$ cat src/sv/hhq_pkg.sv
// Package for the heightmap height query unit: widths, formats, register codes
// and the struct types shared by the front end, the queue and the back end.
// No dependencies.
`timescale 1ns / 1ps

package hhq_pkg;

   // Grid limits and fixed-point format
   localparam int MAX_WIDTH  = 256;
   localparam int MAX_LENGTH = 256;
   localparam int FRAC_BITS  = 8;

   // Field widths
   localparam int POS_BITS  = 24;
   localparam int INV_BITS  = 24;
   localparam int GAIN_BITS = 16;
   localparam int DIM_BITS  = 9;
   localparam int HGT_BITS  = 8;
   localparam int IDX_BITS  = 16;
   localparam int OUT_BITS  = 32;
   localparam int CSR_IDX_BITS  = 3;
   localparam int CSR_DATA_BITS = 24;

   // Grid coordinate = (distance * reciprocal) >> GRID_SHIFT
   localparam int COL_BITS   = $clog2(MAX_WIDTH);
   localparam int ROW_BITS   = $clog2(MAX_LENGTH);
   localparam int PROD_BITS  = POS_BITS + INV_BITS;
   localparam int GRID_SHIFT = INV_BITS - FRAC_BITS;
   localparam int GRID_BITS  = PROD_BITS - GRID_SHIFT;
   localparam int STORE_SIZE = MAX_WIDTH * MAX_LENGTH;

   // Interpolation widths (signed)
   localparam int ONE          = 1 << FRAC_BITS;
   localparam int WGT_BITS     = FRAC_BITS + 2;
   localparam int CORNER_BITS  = HGT_BITS + 3;
   localparam int LERP1_BITS   = CORNER_BITS + WGT_BITS;
   localparam int LERP2_BITS   = LERP1_BITS + WGT_BITS + 1;
   localparam int HPROD_BITS   = LERP2_BITS - 1 + GAIN_BITS;
   localparam int SCALE_SHIFT  = 2 * FRAC_BITS - 8;

   // Queue between front and back
   localparam int QUEUE_DEPTH = 4;
   localparam int QPTR_BITS   = $clog2(QUEUE_DEPTH);

   // Item kinds
   localparam logic FUNC_WRITE = 1'b0;
   localparam logic FUNC_QUERY = 1'b1;

   // Configuration register indexes
   typedef enum logic [CSR_IDX_BITS-1:0] {
      REG_WORLD_EXTENT = 3'd0,
      REG_INV_CELL_X   = 3'd1,
      REG_INV_CELL_Z   = 3'd2,
      REG_HEIGHT_GAIN  = 3'd3,
      REG_GRID_WIDTH   = 3'd4,
      REG_GRID_LENGTH  = 3'd5
   } csr_reg_type;

   // Configuration bundle
   typedef struct packed {
      logic [POS_BITS-1:0]  world_extent;
      logic [INV_BITS-1:0]  inv_cell_x;
      logic [INV_BITS-1:0]  inv_cell_z;
      logic [GAIN_BITS-1:0] height_gain;
      logic [DIM_BITS-1:0]  grid_width;
      logic [DIM_BITS-1:0]  grid_length;
   } cfg_type;

   // Classified item as held in the queue
   typedef struct packed {
      logic                func;
      logic                neg;
      logic [IDX_BITS-1:0] entry_index;
      logic [HGT_BITS-1:0] entry_height;
      logic [POS_BITS-1:0] dist_x;
      logic [POS_BITS-1:0] dist_z;
   } item_type;

endpackage

$ cat src/sv/hhq_front.sv
// Front end of the height query unit: accepts request transfers, mirrors the
// query position against the world extent and flags negative distances.
// Depends on hhq_pkg.
`timescale 1ns / 1ps

module hhq_front (
   input  logic                          req_tvalid,
   output logic                          req_tready,
   input  logic                          req_func,
   input  logic [hhq_pkg::IDX_BITS-1:0]  req_entry_index,
   input  logic [hhq_pkg::HGT_BITS-1:0]  req_entry_height,
   input  logic [hhq_pkg::POS_BITS-1:0]  req_pos_x,
   input  logic [hhq_pkg::POS_BITS-1:0]  req_pos_z,
   input  hhq_pkg::cfg_type              cfg,
   input  logic                          q_full,
   output logic                          q_push,
   output hhq_pkg::item_type             q_item
);
   import hhq_pkg::*;

   // Take a transfer whenever the queue has room
   assign req_tready = !q_full;
   assign q_push     = req_tvalid && !q_full;

   // Mirror against the extent; a position past the extent is outside
   always_comb begin
      q_item.func         = req_func;
      q_item.entry_index  = req_entry_index;
      q_item.entry_height = req_entry_height;
      q_item.dist_x       = cfg.world_extent - req_pos_x;
      q_item.dist_z       = cfg.world_extent - req_pos_z;
      q_item.neg          = (req_pos_x > cfg.world_extent) ||
                            (req_pos_z > cfg.world_extent);
   end

endmodule

$ cat config.mk
export PLATFORM = sky130hd
export DESIGN_NAME = hhq_front
export DESIGN_NICKNAME = d
export VERILOG_FILES = /design/src/sv/hhq_pkg.sv /design/src/sv/hhq_front.sv
export SDC_FILE = /design/constraint.sdc
export NUM_CORES = 1
export LEC_CHECK = 0
export BUFFER_PORTS_ARGS = -buffer_cell sky130_fd_sc_hd__buf_4
export CORE_ASPECT_RATIO = 0.9
export CORE_MARGIN = 3
export CORE_UTILIZATION = 31
export DETAILED_ROUTE_END_ITERATION = 7
export PLACE_DENSITY = 0.69
export SLEW_MARGIN = 25
export SYNTH_ARGS = -nofsm -noshare
export SYNTH_HDL_FRONTEND = slang
export SYNTH_SLANG_ARGS = --single-unit
$ cat constraint.sdc
create_clock -name vclk -period 2.7
set_input_delay 0.27 -clock vclk [all_inputs]
set_output_delay 0.27 -clock vclk [all_outputs]
set_load 0.005 [all_outputs]
==> results.cfg <==
[global_routing]
grt_pass1_vias = 3015
grtUsageTotal = 0.171
grt_start_max_net_pins = 9
grt_pass1_wl_um = 14300
overflow = 0
antenna_found_initial = 0

[timing]
slew_headroom = 0.768
fin_setup_tns_ns = 0
worst_pin_slew_ns = 0.343
drv_slew = 0
max_freq_mhz = 372
finalCriticalPeriod_ns = 2.69
finalSetupViolCount = 0
grt_setup_unrepaired = true
hold_viol = 0
post-route-period-util = 0.995
whs_ns = 0.540

[finish]
seq_area_um2 = 0
design_area_um2 = 4210
syn_to_final_growth_pct = 52.6
final_net_count = 776
num_antenna_cells = 0
final.fill_count = 850
nFlopsAndLatches = 0
drive_above_1_share = 0.398
clock_buffers = 0
final_core_util = 0.489

[route]
wl_per_cell_um = 15.1
routed_wl_um = 9990
drt_first_pass_iters = 5
drcViolationCount = 0
ant_nets = 0
vias_per_cell = 4.92
num_vias = 3255
detail_route.iter0.violations = 116

[yosys]
yosysWarnings = 0
netlist-cell-type-count = 51
synth.cell_area_um2 = 2760
syn-num-nets = 638
seq_area_frac_synth = 0
syn_area_per_cell_um2 = 6.78
synthCells = 407

[clock_tree]
ctsHoldBuffers = 0

[placed_design]
place_area_um2 = 3860
io_buffers = 125
gp_congestion = 0.917
hpwl_um = 8220

[setup_path]
critPathMaxFanout = 2
crit_path_end = q_item[72]
worst_ep_arrival_time_ns = 2.42
cp.required_ns = 2.43
startpoint = cfg[82]
crit_type = in -> out
crit_path_start_kind = primary input
end_kind = primary output

[hold_path]
hp-class = in -> out
hold_depth = 0

[flow_run]
cap_violations = 0

[pwr]
ir_drop_v = 0.000127
power.leakage_nw = 2.22
power.density_nw_per_um2 = 276

[run_status]
outcome = finished clean

[floorplanning]
die_area_um2 = 10100
fp-row-count = 32
die_x_um = 105
coreArea_um2 = 8610
io_pins = 257
die_y_um = 95.5
start_util = 0.321
## synthesized netlist by cell type, drive strengths merged (5+ instances only)
library cell,number,area share
inv,64,0.087
ha,48,0.22
a21oi,39,0.071
nand2,34,0.047
xnor2,27,0.086
buf,26,0.070
o21ai,25,0.049
nor2,21,0.029
a21o,19,0.052
xor2,14,0.044
nand3,12,0.022
nand2b,11,0.025
nor2b,8,0.018
nor3,5,0.0091
## placed cells by master (no fill, tap or decap), drive strengths merged, types with 2 or more instances in the layout
cell,count
o21ai,25
buf,165
a31o,2
ha,48
nand2,34
o21bai,4
a21o,19
nor2,21
nand4,3
fa,2
xor2,14
o221ai,2
and2,2
a21oi,39
a31oi,4
o21a,2
o211ai,4
xnor2,27
nand2b,11
o41ai,2
a211oi,4
nor3,5
a21boi,2
nand3,12
nor2b,8
o2111ai,2
inv,64
## critical path, stage by stage
cell and delay (ns):
buf_8 0.08, inv_6 0.04, ha_4 0.15, fa_2 0.35, nand2b_4 0.16, a21oi_2 0.16, o21ai_2 0.08, a21oi_2 0.22
nor3_2 0.07, or3_1 0.40, o21ai_1 0.14, o221ai_1 0.13, buf_4 0.15
## area by class of cell
class | instances | area, um2 | area share
Multi-Input combinational cell | 314 | 2550 | 0.607
Timing Repair Buffer | 165 | 1260 | 0.299
Inverter | 64 | 250 | 0.0594
Tap cell | 119 | 149 | 0.0354
## worst min path at each step
stage                   startpoint         end  slack (ns)
4_1_cts         req_entry_index[3]  q_item[59]        0.54
6_report       req_entry_height[0]  q_item[48]        0.54
3_5_place_dp    req_entry_index[3]  q_item[59]        0.54
3_3_place_gp    req_entry_index[3]  q_item[59]        0.54
2_1_floorplan               q_full  req_tready        0.57
5_1_grt         req_entry_index[1]  q_item[57]        0.54
## cell families (layout without fill, tap and decap cells)
kind of cell             after synthesis  after routing  synth area share
AO/OA/AOI/OAI                        119            119             0.291
AND/OR/NAND/NOR                      103            103             0.182
buffers and inverters                 93            229             0.161
adder cells (fa/ha/maj)               50             50             0.232
XOR/XNOR                              41             41             0.130
multiplexers                           1              1           0.00363
## routing by layer
layer / GRT usage / wire length [um] / part of all wire
met5: 0 / 0 / 0
met4: 0.0372 / 242 / 0.024
met3: 0.0196 / 548 / 0.055
met2: 0.310 / 4960 / 0.50
met1: 0.219 / 4240 / 0.42
## repair_timing
item,in CTS,in global routing
cloned,0,0
buffers inserted,4,8
pin swaps,16,31
resized for setup,36,27
endpoints found under the setup margin,12,14
## power by group
| part | total (mW) | leakage, nW | internal, mW | switching [mW] |
|---|---|---|---|---|
| clock network | 0 | 0 | 0 | 0 |
| logic | 1.16 | 2.22 | 0.626 | 0.535 |
| registers | 0 | 0 | 0 | 0 |
| total | 1.16 | 2.22 | 0.626 | 0.535 |
## metrics by stage
stage / std cells / total power [mW] / setup slack [ns]
2_1_floorplan: 407 / 0.577 / 0.259
3_3_place_gp: 651 / 1.04 / -0.152
3_5_place_dp: 651 / 1.05 / -0.210
4_1_cts: 654 / 1.11 / 0.00314
5_1_grt: 662 / 1.27 / -0.0706
6_report: 662 / 1.16 / 0.0123
(Power assumes the default switching activity.)
