File: config.mk
export PLATFORM = sky130hd
export DESIGN_NAME = hhq_queue
export DESIGN_NICKNAME = d
export VERILOG_FILES = /design/src/sv/hhq_pkg.sv /design/src/sv/hhq_queue.sv
export SDC_FILE = /design/constraint.sdc
export NUM_CORES = 1
export LEC_CHECK = 0
export BUFFER_PORTS_ARGS = -buffer_cell sky130_fd_sc_hd__clkbuf_2
export CORE_MARGIN = 5
export CORE_UTILIZATION = 25
export DETAILED_ROUTE_END_ITERATION = 7
export HOLD_SLACK_MARGIN = 0.02
export SYNTH_ARGS = -nofsm -noshare
export SYNTH_HDL_FRONTEND = slang
export SYNTH_SLANG_ARGS = --single-unit
File: constraint.sdc
create_clock -name clock -period 7.3 [get_ports clock]
set_clock_uncertainty 0.05 [all_clocks]
set_input_delay 1.46 -clock clock [delete_from_list [all_inputs] [get_ports clock]]
set_output_delay 1.46 -clock clock [all_outputs]
set_load 0.1 [all_outputs]
File: src/sv/hhq_pkg.sv
// Package for the heightmap height query unit: widths, formats, register codes
// and the struct types shared by the front end, the queue and the back end.
// No dependencies.
`timescale 1ns / 1ps

package hhq_pkg;

   // Grid limits and fixed-point format
   localparam int MAX_WIDTH  = 256;
   localparam int MAX_LENGTH = 256;
   localparam int FRAC_BITS  = 8;

   // Field widths
   localparam int POS_BITS  = 24;
   localparam int INV_BITS  = 24;
   localparam int GAIN_BITS = 16;
   localparam int DIM_BITS  = 9;
   localparam int HGT_BITS  = 8;
   localparam int IDX_BITS  = 16;
   localparam int OUT_BITS  = 32;
   localparam int CSR_IDX_BITS  = 3;
   localparam int CSR_DATA_BITS = 24;

   // Grid coordinate = (distance * reciprocal) >> GRID_SHIFT
   localparam int COL_BITS   = $clog2(MAX_WIDTH);
   localparam int ROW_BITS   = $clog2(MAX_LENGTH);
   localparam int PROD_BITS  = POS_BITS + INV_BITS;
   localparam int GRID_SHIFT = INV_BITS - FRAC_BITS;
   localparam int GRID_BITS  = PROD_BITS - GRID_SHIFT;
   localparam int STORE_SIZE = MAX_WIDTH * MAX_LENGTH;

   // Interpolation widths (signed)
   localparam int ONE          = 1 << FRAC_BITS;
   localparam int WGT_BITS     = FRAC_BITS + 2;
   localparam int CORNER_BITS  = HGT_BITS + 3;
   localparam int LERP1_BITS   = CORNER_BITS + WGT_BITS;
   localparam int LERP2_BITS   = LERP1_BITS + WGT_BITS + 1;
   localparam int HPROD_BITS   = LERP2_BITS - 1 + GAIN_BITS;
   localparam int SCALE_SHIFT  = 2 * FRAC_BITS - 8;

   // Queue between front and back
   localparam int QUEUE_DEPTH = 4;
   localparam int QPTR_BITS   = $clog2(QUEUE_DEPTH);

   // Item kinds
   localparam logic FUNC_WRITE = 1'b0;
   localparam logic FUNC_QUERY = 1'b1;

   // Configuration register indexes
   typedef enum logic [CSR_IDX_BITS-1:0] {
      REG_WORLD_EXTENT = 3'd0,
      REG_INV_CELL_X   = 3'd1,
      REG_INV_CELL_Z   = 3'd2,
      REG_HEIGHT_GAIN  = 3'd3,
      REG_GRID_WIDTH   = 3'd4,
      REG_GRID_LENGTH  = 3'd5
   } csr_reg_type;

   // Configuration bundle
   typedef struct packed {
      logic [POS_BITS-1:0]  world_extent;
      logic [INV_BITS-1:0]  inv_cell_x;
      logic [INV_BITS-1:0]  inv_cell_z;
      logic [GAIN_BITS-1:0] height_gain;
      logic [DIM_BITS-1:0]  grid_width;
      logic [DIM_BITS-1:0]  grid_length;
   } cfg_type;

   // Classified item as held in the queue
   typedef struct packed {
      logic                func;
      logic                neg;
      logic [IDX_BITS-1:0] entry_index;
      logic [HGT_BITS-1:0] entry_height;
      logic [POS_BITS-1:0] dist_x;
      logic [POS_BITS-1:0] dist_z;
   } item_type;

endpackage

File: src/sv/hhq_queue.sv
// Short FIFO that decouples the front end from the back-end pipeline.
// Depends on hhq_pkg.
`timescale 1ns / 1ps

module hhq_queue (
   input  logic              clock,
   input  logic              reset,
   input  logic              push,
   input  hhq_pkg::item_type push_item,
   input  logic              pop,
   output hhq_pkg::item_type pop_item,
   output logic              empty,
   output logic              full
);
   import hhq_pkg::*;

   item_type               slot_ff [QUEUE_DEPTH];
   logic [QPTR_BITS-1:0]   wr_ptr_ff, wr_ptr_in;
   logic [QPTR_BITS-1:0]   rd_ptr_ff, rd_ptr_in;
   logic [QPTR_BITS:0]     count_ff, count_in;

   assign empty    = (count_ff == '0);
   assign full     = (count_ff == (QPTR_BITS + 1)'(QUEUE_DEPTH));
   assign pop_item = slot_ff[rd_ptr_ff];

   // Pointer and count update
   always_comb begin
      wr_ptr_in = push ? wr_ptr_ff + 1'b1 : wr_ptr_ff;
      rd_ptr_in = pop  ? rd_ptr_ff + 1'b1 : rd_ptr_ff;
      count_in  = count_ff;
      if (push && !pop) begin
         count_in = count_ff + 1'b1;
      end else if (pop && !push) begin
         count_in = count_ff - 1'b1;
      end
   end

   always_ff @(posedge clock) begin
      if (reset) begin
         wr_ptr_ff <= '0;
         rd_ptr_ff <= '0;
         count_ff  <= '0;
      end else begin
         wr_ptr_ff <= wr_ptr_in;
         rd_ptr_ff <= rd_ptr_in;
         count_ff  <= count_in;
      end
   end

   // Storage
   always_ff @(posedge clock) begin
      if (push) begin
         slot_ff[wr_ptr_ff] <= push_item;
      end
   end

endmodule

==> summary.md, run 1 <==
| Metric | Value |
|---|---|
| R2r endpoint | slot_ff[3][9]$_DFFE_PP_ |
| Crit path capture | pop_item[44] |
| Syn-to-layout area delta | 23.3% |
| H-tree depth | 2 |
| Post-layout instance area | 13700 µm² |
| Fmax | 227 MHz |
| Syn_nets | 514 |
| Fin nets | 693 |
| Yosys top cell by area | edfxtp_1 |
| Reg2reg start | wr_ptr_ff[0]$_SDFFE_PP0P_ |
| Largest net degree at the start of global routing | 60 |
| Worst Path Max Fanout | 29 |
| First-pass GRT wire length | 33800 µm |
| Util after Layout | 31.0% |
| Clock slew at reported path FFs | 0.06 ns |
| Worst setup path category | flip-flop to primary output |
| Initial antenna violation count | 1 |
| Mean Syn Cell Area | 25.8 µm² |
| Drt wl/cell | 18.3 µm |
| # DRC | 0 |
| Worst hold path type | flip-flop to flip-flop |
| Post-synth top area share | 80.0% |
| CTS tree | yes |
| Core area | 44100 µm² |
| Die width | 221 µm |
| Vias in the first global route | 5464 |
| Commonest non-fill, non-tap cell in the layout | edfxtp_1 |
| Die area | 48800 µm² |
| Post-Syn Area | 11100 µm² |
| Layout cells sized above 1 | 45.7% |
| Total number of vias | 4961 |
| PD cells | 334 nW/µm² |
| Worst Setup Start Kind | flip-flop |
| Non-Filler Instances | 1227 |
| Crit path time final | 4.40 ns |
| DP Worst Slack | 3.35 ns |
| Final period utilization | 60.3% |
| Worst reg-to-reg setup slack | 5.08 ns |
| Dpl cells | 1165 |
| Most frequent cells in the layout | 296 x edfxtp_1, 153 x clkbuf_2, 74 x mux4_2, 37 x clkbuf_16, 8 x clkinv_1 |
| Grt total ovfl | 0 |
| Leakage | 4.56 nW |
| Peak VDD IR | 0.000234 V |
| Later-pin clock latency in the skew report | 0.52 ns |
| IO Port Bufs | 153 |
| Die Ht | 221 µm |
| Clock power share | 37.7% |
| FF/Latch Area | 9080 µm² |
| Final setup vio count | 0 |
| Data required time of the critical path | 5.79 ns |
| Post-DP HPWL | 12700 µm |
| Max-slew headroom | 30.1% |
| Internal Power | 3.22 mW |
| Seq pwr share | 44.8% |
| Mapped Cells | 430 |
| # fillers | 4298 |
| Switch share | 29.6% |
| RSZ-0062 raised after global routing | no |
| DRT antenna net count | 0 |
| # Post-CTS Setup Buffers | 0 |
| Worst hold margin | 0.477 ns |
| All-Layer GR Usage | 9.11% |
| Area contributors post-synth | edfxtp_1 80%, mux4_2 15%, dfxtp_1 1.6% |
| Endpoint class of the critical path | primary output |
| Row cnt | 77 |
| Final number of hold-violating endpoints | 0 |
| Final slew viol count | 0 |
| Syn. warnings | 0 |
| Drt via density | 4.04 |
| Sw power | 1.35 mW |
| Combinational share of power | 17.5% |
| Final worst setup slack | 2.90 ns |
| Antenna diodes | 0 |
| TritonCTS Buffers | 34 |
| Sequential area share after synthesis | 81.6% |
| CTS sink count | 305 |
| Status | completed |
| Post-cts resize count | 0 |
| Root buffer cell | clkbuf_16 |
| Reg2reg path depth | 3 |
| Initial drt markers | 309 |
| Initial core utilization | 25.2% |
| Setup TNS Final | 0 ns |
| Max_cap viols | 0 |
| Routability cong. | 0.666 |
| Routed wire length | 22500 µm |
| DR pass1 iterations | 4 |
| WP data arrival | 2.89 ns |
| Synth cell types | 21 |
| Post-DP Area | 12600 µm² |
| Multi-input gate area | 1910 µm² |
| Total power | 4.57 mW |
| Slew @ Worst Pin | 1.05 ns |
| CTS Buffer Depth | 3 |
| # IOs | 154 |
| Cts hold-fix bufs | 0 |
| Seq cells post-synth | 305 |
## state kept, by name, summed over array words and instances (netlist names), named ones only
signal / count
count_ff: 3
rd_ptr_ff: 2
wr_ptr_ff: 2
slot_ff: 296
## power groups by stage
| stage | Sequential (mW) | Combinational (mW) | Clock, mW |
|---|---|---|---|
| 2_1_floorplan | 2.07 | 0.686 | 0 |
| 3_3_place_gp | 2.09 | 0.808 | 0 |
| 3_5_place_dp | 2.09 | 0.812 | 0 |
| 4_1_cts | 2.05 | 0.813 | 1.79 |
| 5_1_grt | 2.06 | 0.832 | 1.87 |
| 6_report | 2.05 | 0.800 | 1.72 |
## critical path: stages (launching register included)
cell and delay [ns]:
dfxtp_4 0.78, buf_4 0.57, mux4_2 0.60, clkbuf_2 0.39
## worst min path at each step
stage	to	depth (start not counted)	slack (ns)	startpoint
after floorplan	count_ff[2]$_SDFFE_PP0P_	2	0.42	count_ff[2]$_SDFFE_PP0P_
after global placement	count_ff[2]$_SDFFE_PP0P_	2	0.44	count_ff[2]$_SDFFE_PP0P_
after detailed placement	count_ff[2]$_SDFFE_PP0P_	2	0.47	count_ff[2]$_SDFFE_PP0P_
after CTS	count_ff[2]$_SDFFE_PP0P_	2	0.48	count_ff[2]$_SDFFE_PP0P_
after global routing	count_ff[2]$_SDFFE_PP0P_	2	0.52	count_ff[2]$_SDFFE_PP0P_
final	count_ff[2]$_SDFFE_PP0P_	2	0.48	count_ff[2]$_SDFFE_PP0P_
## cells by family (layout without fill, tap and decap cells)
kind of cell	after synthesis	in the layout	share of synthesized area, %
buffers and inverters	21	226	1.30
and+or+nand+nor	15	15	0.664
xor gates and xnor gates	5	5	0.394
DFF	305	305	81.6
AOI/OAI and AO/OA	2	2	0.0900
muxes	76	76	15.2
adders and majority gates	6	6	0.743
## Yosys cell counts
| master | instances |
|---|---|
| mux4_2 | 74 |
| nand2_1 | 1 |
| clkbuf_1 | 2 |
| buf_2 | 7 |
| buf_6 | 7 |
| a21oi_1 | 1 |
| buf_4 | 1 |
| mux2i_1 | 2 |
| nor3b_1 | 1 |
| nor3_1 | 1 |
| dfxtp_1 | 9 |
| nor2_1 | 7 |
| and2_1 | 4 |
| xor2_1 | 3 |
| fa_1 | 1 |
| xnor2_1 | 2 |
| inv_1 | 4 |
| o21ai_0 | 1 |
| ha_1 | 5 |
| or3_1 | 1 |
| edfxtp_1 | 296 |
## cell type report
type                       instances  share of cell area [%]
inverter                           4                   0.110
sequential                       305                    66.3
clock buffer                      43                    7.07
clock inverter                    19                    1.27
timing repair buffer             160                    5.97
multi-input combinational        104                    13.9
tap                              592                    5.41
## routing by layer
layer  global-route usage, %  part of all wire [%]  vias up
li1                        -                     -     2198
met1                    11.3                    42     2579
met2                    14.8                    49      131
met3                    3.30                   6.2       51
met4                    3.24                   2.7        2
met5                       0                 0.058        -
Power figures use the tool's default switching activity.
==> run 2: changes to the inputs <==
- ABC_AREA: default -> 1
- clock period: 7.3 -> 4.2 ns (I/O delays scaled with it)
==> run 2 against run 1 <==
  * Synthesized cell count up 80%
  * Routed wire length increased by 20%
  * Cell area increased by 1.5%
  * First-iteration DRC count up 50%
  * Hold slack got worse by 0.052 ns
  * Largest power group unchanged
  * Highest routed layer unchanged
==> summary.md, run 2 <==
| Metric | Value |
|---|---|
| Status | completed (unchanged) |
| WP data arrival | 2.68 ns (was 2.89 ns) |
| Row cnt | 78 (was 77) |
| Mapped Cells | 774 (was 430) |
| Syn. warnings | 0 (unchanged) |
| Share of flip-flops with an asynchronous set or reset | 0% (unchanged) |
| Most common cell in the synthesized netlist | edfxtp_1 (unchanged) |
| Initial drt markers | 464 (was 309) |
| Seq pwr share | 45.4% (was 44.8%) |
| Syn_nets | 858 (was 514) |
| Final slew viol count | 0 (unchanged) |
| Antenna diodes | 0 (unchanged) |
| Critical path's slowest cell | dfxtp_2 (was dfxtp_4) |
| Crit path time final | 3.57 ns |
| # IOs | 154 (unchanged) |
| Routed wire length | 26900 µm (was 22500 µm) |
| Slew @ Worst Pin | 1.02 ns (was 1.05 ns) |
| Worst reg-to-reg setup slack | 2.09 ns (was 5.08 ns) |
| Data required time of the critical path | 3.31 ns (was 5.79 ns) |
| Reg2reg start | wr_ptr_ff[1]$_SDFFE_PP0P_ (was wr_ptr_ff[0]$_SDFFE_PP0P_) |
| CTS Buffer Depth | 3 (unchanged) |
| Fmax | 280 MHz |
| Area contributors post-synth | edfxtp_1 78%, nor2_1 5.1%, o21ai_0 4.3% (was edfxtp_1 80%, mux4_2 15%, dfxtp_1 1.6%) |
| Initial core utilization | 25.2% (about the same) |
| PD cells | 557 nW/µm² (was 334 nW/µm²) |
| Largest net degree at the start of global routing | 149 (was 60) |
| Internal Power | 5.42 mW (was 3.22 mW) |
| # DRC | 0 (unchanged) |
| # fillers | 4561 (was 4298) |
| Post-Syn Area | 11400 µm² (was 11100 µm²) |
| All-Layer GR Usage | 10.4% (was 9.11%) |
| Worst hold path type | flip-flop to flip-flop (unchanged) |
| H-tree depth | 2 (unchanged) |
| Max-slew headroom | 31.8% (was 30.1%) |
| Endpoint class of the critical path | primary output (unchanged) |
| Root buffer cell | clkbuf_16 (unchanged) |
| Most frequent cells in the layout | 296 x edfxtp_1, 154 x nor2_1, 153 x clkbuf_2, 99 x o21ai_0, 74 x o22ai_1 (was 296 x edfxtp_1, 153 x clkbuf_2, 74 x mux4_2, 37 x clkbuf_16, 8 x clkinv_1) |
| Hold path depth | 1 (was 2) |
| Critical Path Max Stage Delay | 0.72 ns (was 0.78 ns) |
| Reg2reg path depth | 5 (was 3) |
| CTS tree | yes (unchanged) |
| Post-DP HPWL | 15100 µm (was 12700 µm) |
| Family with the most delay on the worst path | buffers and inverters (unchanged) |
| Total number of vias | 6845 (was 4961) |
| TritonCTS Buffers | 34 (unchanged) |
| Grt total ovfl | 0 (unchanged) |
| Post-synth top area share | 77.9% (was 80.0%) |
| Synth Flop Type | edfxtp_1 (unchanged) |
| Largest Register | slot_ff (unchanged) |
| Die width | 224 µm (was 221 µm) |
| Max_cap viols | 0 (unchanged) |
| Combinational share of power | 17.0% (was 17.5%) |
| Final period utilization | 85.0% |
| Biggest regs | slot_ff x296, count_ff x3 (unchanged) |
| Synth cell count leaders | 296 x edfxtp_1, 154 x nor2_1, 99 x o21ai_0 (was 296 x edfxtp_1, 74 x mux4_2, 9 x dfxtp_1) |
| Sw power | 2.33 mW (was 1.35 mW) |
| Worst-path cell chain | buf_4, o21ai_0, o22ai_1, clkbuf_2 (was buf_4, mux4_2, clkbuf_2) |
| Drt via density | 4.40 (was 4.04) |
| Leakage | 4.82 nW (was 4.56 nW) |
| R2r endpoint | slot_ff[1][2]$_DFFE_PP_ (was slot_ff[3][9]$_DFFE_PP_) |
| Later-pin clock latency in the skew report | 0.52 ns (about the same) |
| Commonest non-fill, non-tap cell in the layout | edfxtp_1 (unchanged) |
| Worst Setup Start Kind | flip-flop (unchanged) |
| Final setup vio count | 0 (unchanged) |
| Peak VDD IR | 0.000351 V (was 0.000234 V) |
| Buf/Inv on CP | 2 (unchanged) |
| Worst hold margin | 0.425 ns (was 0.477 ns) |
| First-pass GRT wire length | 41000 µm (was 33800 µm) |
| HP Start | rd_ptr_ff[1]$_SDFFE_PP0P_ (was count_ff[2]$_SDFFE_PP0P_) |
| Setup TNS Final | 0 ns (unchanged) |
| Die Ht | 224 µm (was 221 µm) |
| Routability cong. | 0.718 (was 0.666) |
| Switch share | 30.0% (was 29.6%) |
| Largest register FFs | 296 (unchanged) |
| Die area | 50000 µm² (was 48800 µm²) |
| DRT antenna net count | 0 (unchanged) |
| CTS sink count | 305 (unchanged) |
| Worst Path Max Fanout | 28 (was 29) |
| Post-cts resize count | 0 (unchanged) |
| # Post-CTS Setup Buffers | 0 (unchanged) |
| Clock slew at reported path FFs | 0.06 ns (about the same) |
| DR pass1 iterations | 4 (unchanged) |
| Cts hold-fix bufs | 0 (unchanged) |
| Final number of hold-violating endpoints | 0 (unchanged) |
| Fin nets | 1015 (was 693) |
| Mean Syn Cell Area | 14.7 µm² (was 25.8 µm²) |
| Clock power share | 37.6% (was 37.7%) |
| Core area | 45300 µm² (was 44100 µm²) |
| Synth cell types | 21 (unchanged) |
| DP Worst Slack | 1.09 ns (was 3.35 ns) |
| Drt wl/cell | 17.3 µm (was 18.3 µm) |
| RSZ-0062 raised after global routing | no (unchanged) |
| Syn-to-layout area delta | 21.9% (was 23.3%) |
| Sequential area share after synthesis | 79.5% (was 81.6%) |
| Layout cells sized above 1 | 23.4% (was 45.7%) |
| Final worst setup slack | 0.628 ns (was 2.90 ns) |
| Seq cells post-synth | 305 (unchanged) |
| Worst setup path category | flip-flop to primary output (unchanged) |
| EDFF count, synth | 296 (unchanged) |
| Initial antenna violation count | 1 (unchanged) |
| IO Port Bufs | 153 (unchanged) |
| Yosys top cell by area | edfxtp_1 (unchanged) |
| Vias in the first global route | 6802 (was 5464) |
run 2: area by class of cell:
| class | instances | area (µm²) | area share, % |
|---|---|---|---|
| clock inverters | 16 | 98.8 | 0.711 |
| clock buffers | 46 | 1010 | 7.27 |
| repair buffers | 169 | 923 | 6.64 |
| flip-flops and latches | 305 | 9070 | 65.3 |
| well taps | 600 | 751 | 5.40 |
| multi-input cells | 404 | 1970 | 14.2 |
| inverters | 17 | 76.3 | 0.549 |
run 2: logic make-up (layout without fill, tap and decap cells):
family | after synthesis | after routing | synth area share, %
xor gates and xnor gates | 1 | 1 | 0.0768
and+or+nand+nor | 167 | 167 | 5.55
buffers and inverters | 65 | 248 | 3.21
DFF | 305 | 305 | 79.5
AOI/OAI and AO/OA | 230 | 230 | 10.9
adders and majority gates | 6 | 6 | 0.724
run 2: worst max-delay path by stage:
stage                             start           end  slack [ns]  depth (start not counted)
2_1_floorplan  count_ff[0]$_SDFFE_PP0P_         empty        0.89                          1
3_3_place_gp                  flip-flop  pop_item[70]        1.10                          4
3_5_place_dp                  flip-flop  pop_item[70]        1.09                          4
4_1_cts                       flip-flop  pop_item[70]        0.50                          4
5_1_grt                       flip-flop  pop_item[70]        0.42                          4
6_report                      flip-flop  pop_item[70]        0.63                          4
run 2: stage by stage:
| step | total power, mW | std cells | instance area (µm²) | util, % |
|---|---|---|---|---|
| 3_5_place_dp | 4.92 | 1495 | 12800 | 28.2 |
| 3_3_place_gp | 4.91 | 1495 | 12800 | 28.2 |
| 6_report | 7.75 | 1557 | 13900 | 30.7 |
| 5_1_grt | 8.05 | 1557 | 13900 | 30.7 |
| 2_1_floorplan | 4.63 | 774 | 11400 | - |
| 4_1_cts | 7.87 | 1557 | 13900 | 30.7 |
run 2: power groups by stage:
stage / registers [mW] / clock network [mW] / logic (mW)
4_1_cts: 3.52 / 3.02 / 1.34
6_report: 3.52 / 2.91 / 1.32
3_5_place_dp: 3.58 / 0 / 1.34
5_1_grt: 3.52 / 3.14 / 1.39
2_1_floorplan: 3.57 / 0 / 1.06
3_3_place_gp: 3.58 / 0 / 1.33
run 2: layer usage:
layer  share of wire, %  up-vias  track usage [%]
met5              0.030        -                0
met4                2.3        2             3.75
met3                5.7       43             2.56
met2                 45      178             15.9
met1                 47     3386             14.6
li1                   -     3236                -
==> run 3: changes to the inputs <==
- CAP_MARGIN: default -> 40
- clock period: 4.2 -> 3.3 ns (I/O delays scaled with it)
==> run 3 against run 2 <==
  * Hold slack lost 0.16 ns
  * Non-clock buffer count grew 5
  * Highest routed layer unchanged
  * Via count grew 1.1%
  * Routed wire length grew 3.5%
  * Largest power group unchanged
  * First-iteration DRC count shrank 19%
  * Power grew 31%
  * Count of clock-buffer cells in the layout shrank 2
  * Sequential power grew 27%
==> summary.md, run 3 (synthesis gave the netlist of run 2 again) <==
| Metric | Value |
|---|---|
| Status | completed (unchanged) |
| Initial core utilization | 25.2% (unchanged) |
| Commonest non-fill, non-tap cell in the layout | edfxtp_1 (unchanged) |
| First-pass GRT wire length | 42100 µm (was 41000 µm) |
| DP Worst Slack | 0.585 ns (was 1.09 ns) |
| Total power | 10.2 mW (was 7.75 mW) |
| Core area | 45300 µm² (unchanged) |
| Worst hold path type | input port to flip-flop (was flip-flop to flip-flop) |
| Post-DP Area | 13500 µm² (was 12800 µm²) |
| Worst Setup Start Kind | flip-flop (unchanged) |
| Initial drt markers | 375 (was 464) |
| Reg2reg start | wr_ptr_ff[1]$_SDFFE_PP0P_ (unchanged) |
| Drt wl/cell | 17.8 µm (was 17.3 µm) |
| RSZ-0062 raised after global routing | no (unchanged) |
| PD cells | 695 nW/µm² (was 557 nW/µm²) |
| Final number of hold-violating endpoints | 0 (unchanged) |
| Routed wire length | 27900 µm (was 26900 µm) |
| Leakage | 5.08 nW (was 4.82 nW) |
| Cts hold-fix bufs | 0 (unchanged) |
| Hold path endpoint | count_ff[0]$_SDFFE_PP0P_ |
| Die Ht | 224 µm (unchanged) |
| Final slew viol count | 0 (unchanged) |
| TritonCTS Buffers | 35 (was 34) |
| Crit path time final | 3.12 ns |
| Die area | 50000 µm² (unchanged) |
| DR pass1 iterations | 4 (unchanged) |
| Final worst setup slack | 0.178 ns (was 0.628 ns) |
| Later-pin clock latency in the skew report | 0.52 ns (about the same) |
| Worst Path Max Fanout | 66 (was 28) |
| Row cnt | 78 (unchanged) |
| Initial antenna violation count | 5 (was 1) |
| Post-layout instance area | 14700 µm² (was 13900 µm²) |
| Syn-to-layout area delta | 28.6% (was 21.9%) |
| # fillers | 4476 (was 4561) |
| All-Layer GR Usage | 11.0% (was 10.4%) |
| DRT antenna net count | 0 (unchanged) |
| Final setup vio count | 0 (unchanged) |
| HP Start | reset (was rd_ptr_ff[1]$_SDFFE_PP0P_) |
| Peak VDD IR | 0.000448 V (was 0.000351 V) |
| CTS Buffer Depth | 3 (unchanged) |
| # DRC | 0 (unchanged) |
| Worst reg-to-reg setup slack | 1.45 ns (was 2.09 ns) |
| CTS tree | yes (unchanged) |
| Drt via density | 4.43 (was 4.40) |
| Worst hold margin | 0.261 ns (was 0.425 ns) |
| Post-DP HPWL | 16100 µm (was 15100 µm) |
| # IOs | 154 (unchanged) |
| Data required time of the critical path | 2.59 ns (was 3.31 ns) |
| Dpl cells | 1500 (was 1495) |
| Non-Filler Instances | 1562 (was 1557) |
| Reg2reg path depth | 5 (unchanged) |
| Vias in the first global route | 6897 (was 6802) |
| Final period utilization | 94.6% |
| Root buffer cell | clkbuf_16 (unchanged) |
| IO Port Bufs | 153 (unchanged) |
| Largest Register | slot_ff (unchanged) |
| Total number of vias | 6918 (was 6845) |
| Routability cong. | 0.689 (was 0.718) |
| R2r endpoint | slot_ff[1][39]$_DFFE_PP_ (was slot_ff[1][2]$_DFFE_PP_) |
| Max_cap viols | 0 (unchanged) |
| Util after Layout | 32.4% (was 30.7%) |
| Fmax | 320 MHz |
| Endpoint class of the critical path | primary output (unchanged) |
| WP data arrival | 2.41 ns (was 2.68 ns) |
| Most frequent cells in the layout | 296 x edfxtp_1, 154 x nor2_1, 99 x o21ai_0, 98 x clkbuf_2, 74 x o22ai_1 (was 296 x edfxtp_1, 154 x nor2_1, 153 x clkbuf_2, 99 x o21ai_0, 74 x o22ai_1) |
| Slew @ Worst Pin | 0.698 ns (was 1.02 ns) |
| CTS sink count | 305 (unchanged) |
| Setup TNS Final | 0 ns (unchanged) |
| Clock slew at reported path FFs | 0.06 ns (about the same) |
| Fin nets | 1021 (was 1015) |
| Layout cells sized above 1 | 23.6% (was 23.4%) |
| Die width | 224 µm (unchanged) |
| Biggest regs | slot_ff x296, count_ff x3 (unchanged) |
| Grt total ovfl | 0 (unchanged) |
| Worst setup path category | flip-flop to primary output (unchanged) |
| Largest register FFs | 296 (unchanged) |
| Max-slew headroom | 53.5% (was 31.8%) |
| Largest net degree at the start of global routing | 83 (was 149) |
| H-tree depth | 2 (unchanged) |
| Hold path depth | 2 (was 1) |
-- run 3: cell count changes in the layout (fill, tap and decap cells not counted), sizes merged --
cell / delta
clkbuf: -57
bufinv: +2
clkinvlp: +2
buf: +60
diode: +2
clkinv: -4
-- run 3: how the worst max path moves through the flow --
stage / from / to / slack (ns) / cells past startpoint
after floorplan: count_ff[0]$_SDFFE_PP0P_ / empty / 0.17 / 1
after global placement: flip-flop / pop_item[1] / 0.61 / 4
after detailed placement: flip-flop / pop_item[1] / 0.59 / 4
after CTS: flip-flop / pop_item[70] / 0.08 / 5
after global routing: flip-flop / pop_item[24] / 0.01 / 4
final: flip-flop / pop_item[22] / 0.18 / 4
-- run 3: what timing repair did --
item / in CTS / in global routing
hold endpoints to repair: 0 / 0
endpoints found under the setup margin: 1 / 8
setup buffers: 0 / 0
gates resized for setup: 1 / 2
-- run 3: layout make-up --
type | instances | area [µm²] | share of cell area, %
flip-flops and latches | 305 | 9080 | 61.9
multi-input cells | 404 | 1970 | 13.4
repair buffers | 174 | 1680 | 11.4
clock buffers | 44 | 952 | 6.49
well taps | 600 | 751 | 5.12
clock inverters | 16 | 153 | 1.04
inverters | 17 | 78.8 | 0.538
diodes | 2 | 5.00 | 0.0341
-- run 3: power breakdown --
group          switching (mW)  leakage (nW)  internal (mW)  total, mW
Sequential             0.0475          2.79           4.43       4.47
Clock                    1.47         0.527           2.27       3.74
Combinational            1.48          1.76          0.496       1.98
-- run 3: metal layers --
layer  part of all wire [%]  global-route usage [%]  up-vias
met3                    7.0                    3.22       53
met1                     45                    14.7     3432
met5                   0.19                       0        -
met2                     46                    17.0      180
met4                    2.4                    3.91        6
li1                       -                       -     3247
-- run 3: critical path, cell delays in order, from the launching register on --
cell      delay (ns)
dfxtp_4         0.38
buf_4           0.53
o21ai_0         0.19
o22ai_1         0.22
clkbuf_2        0.49
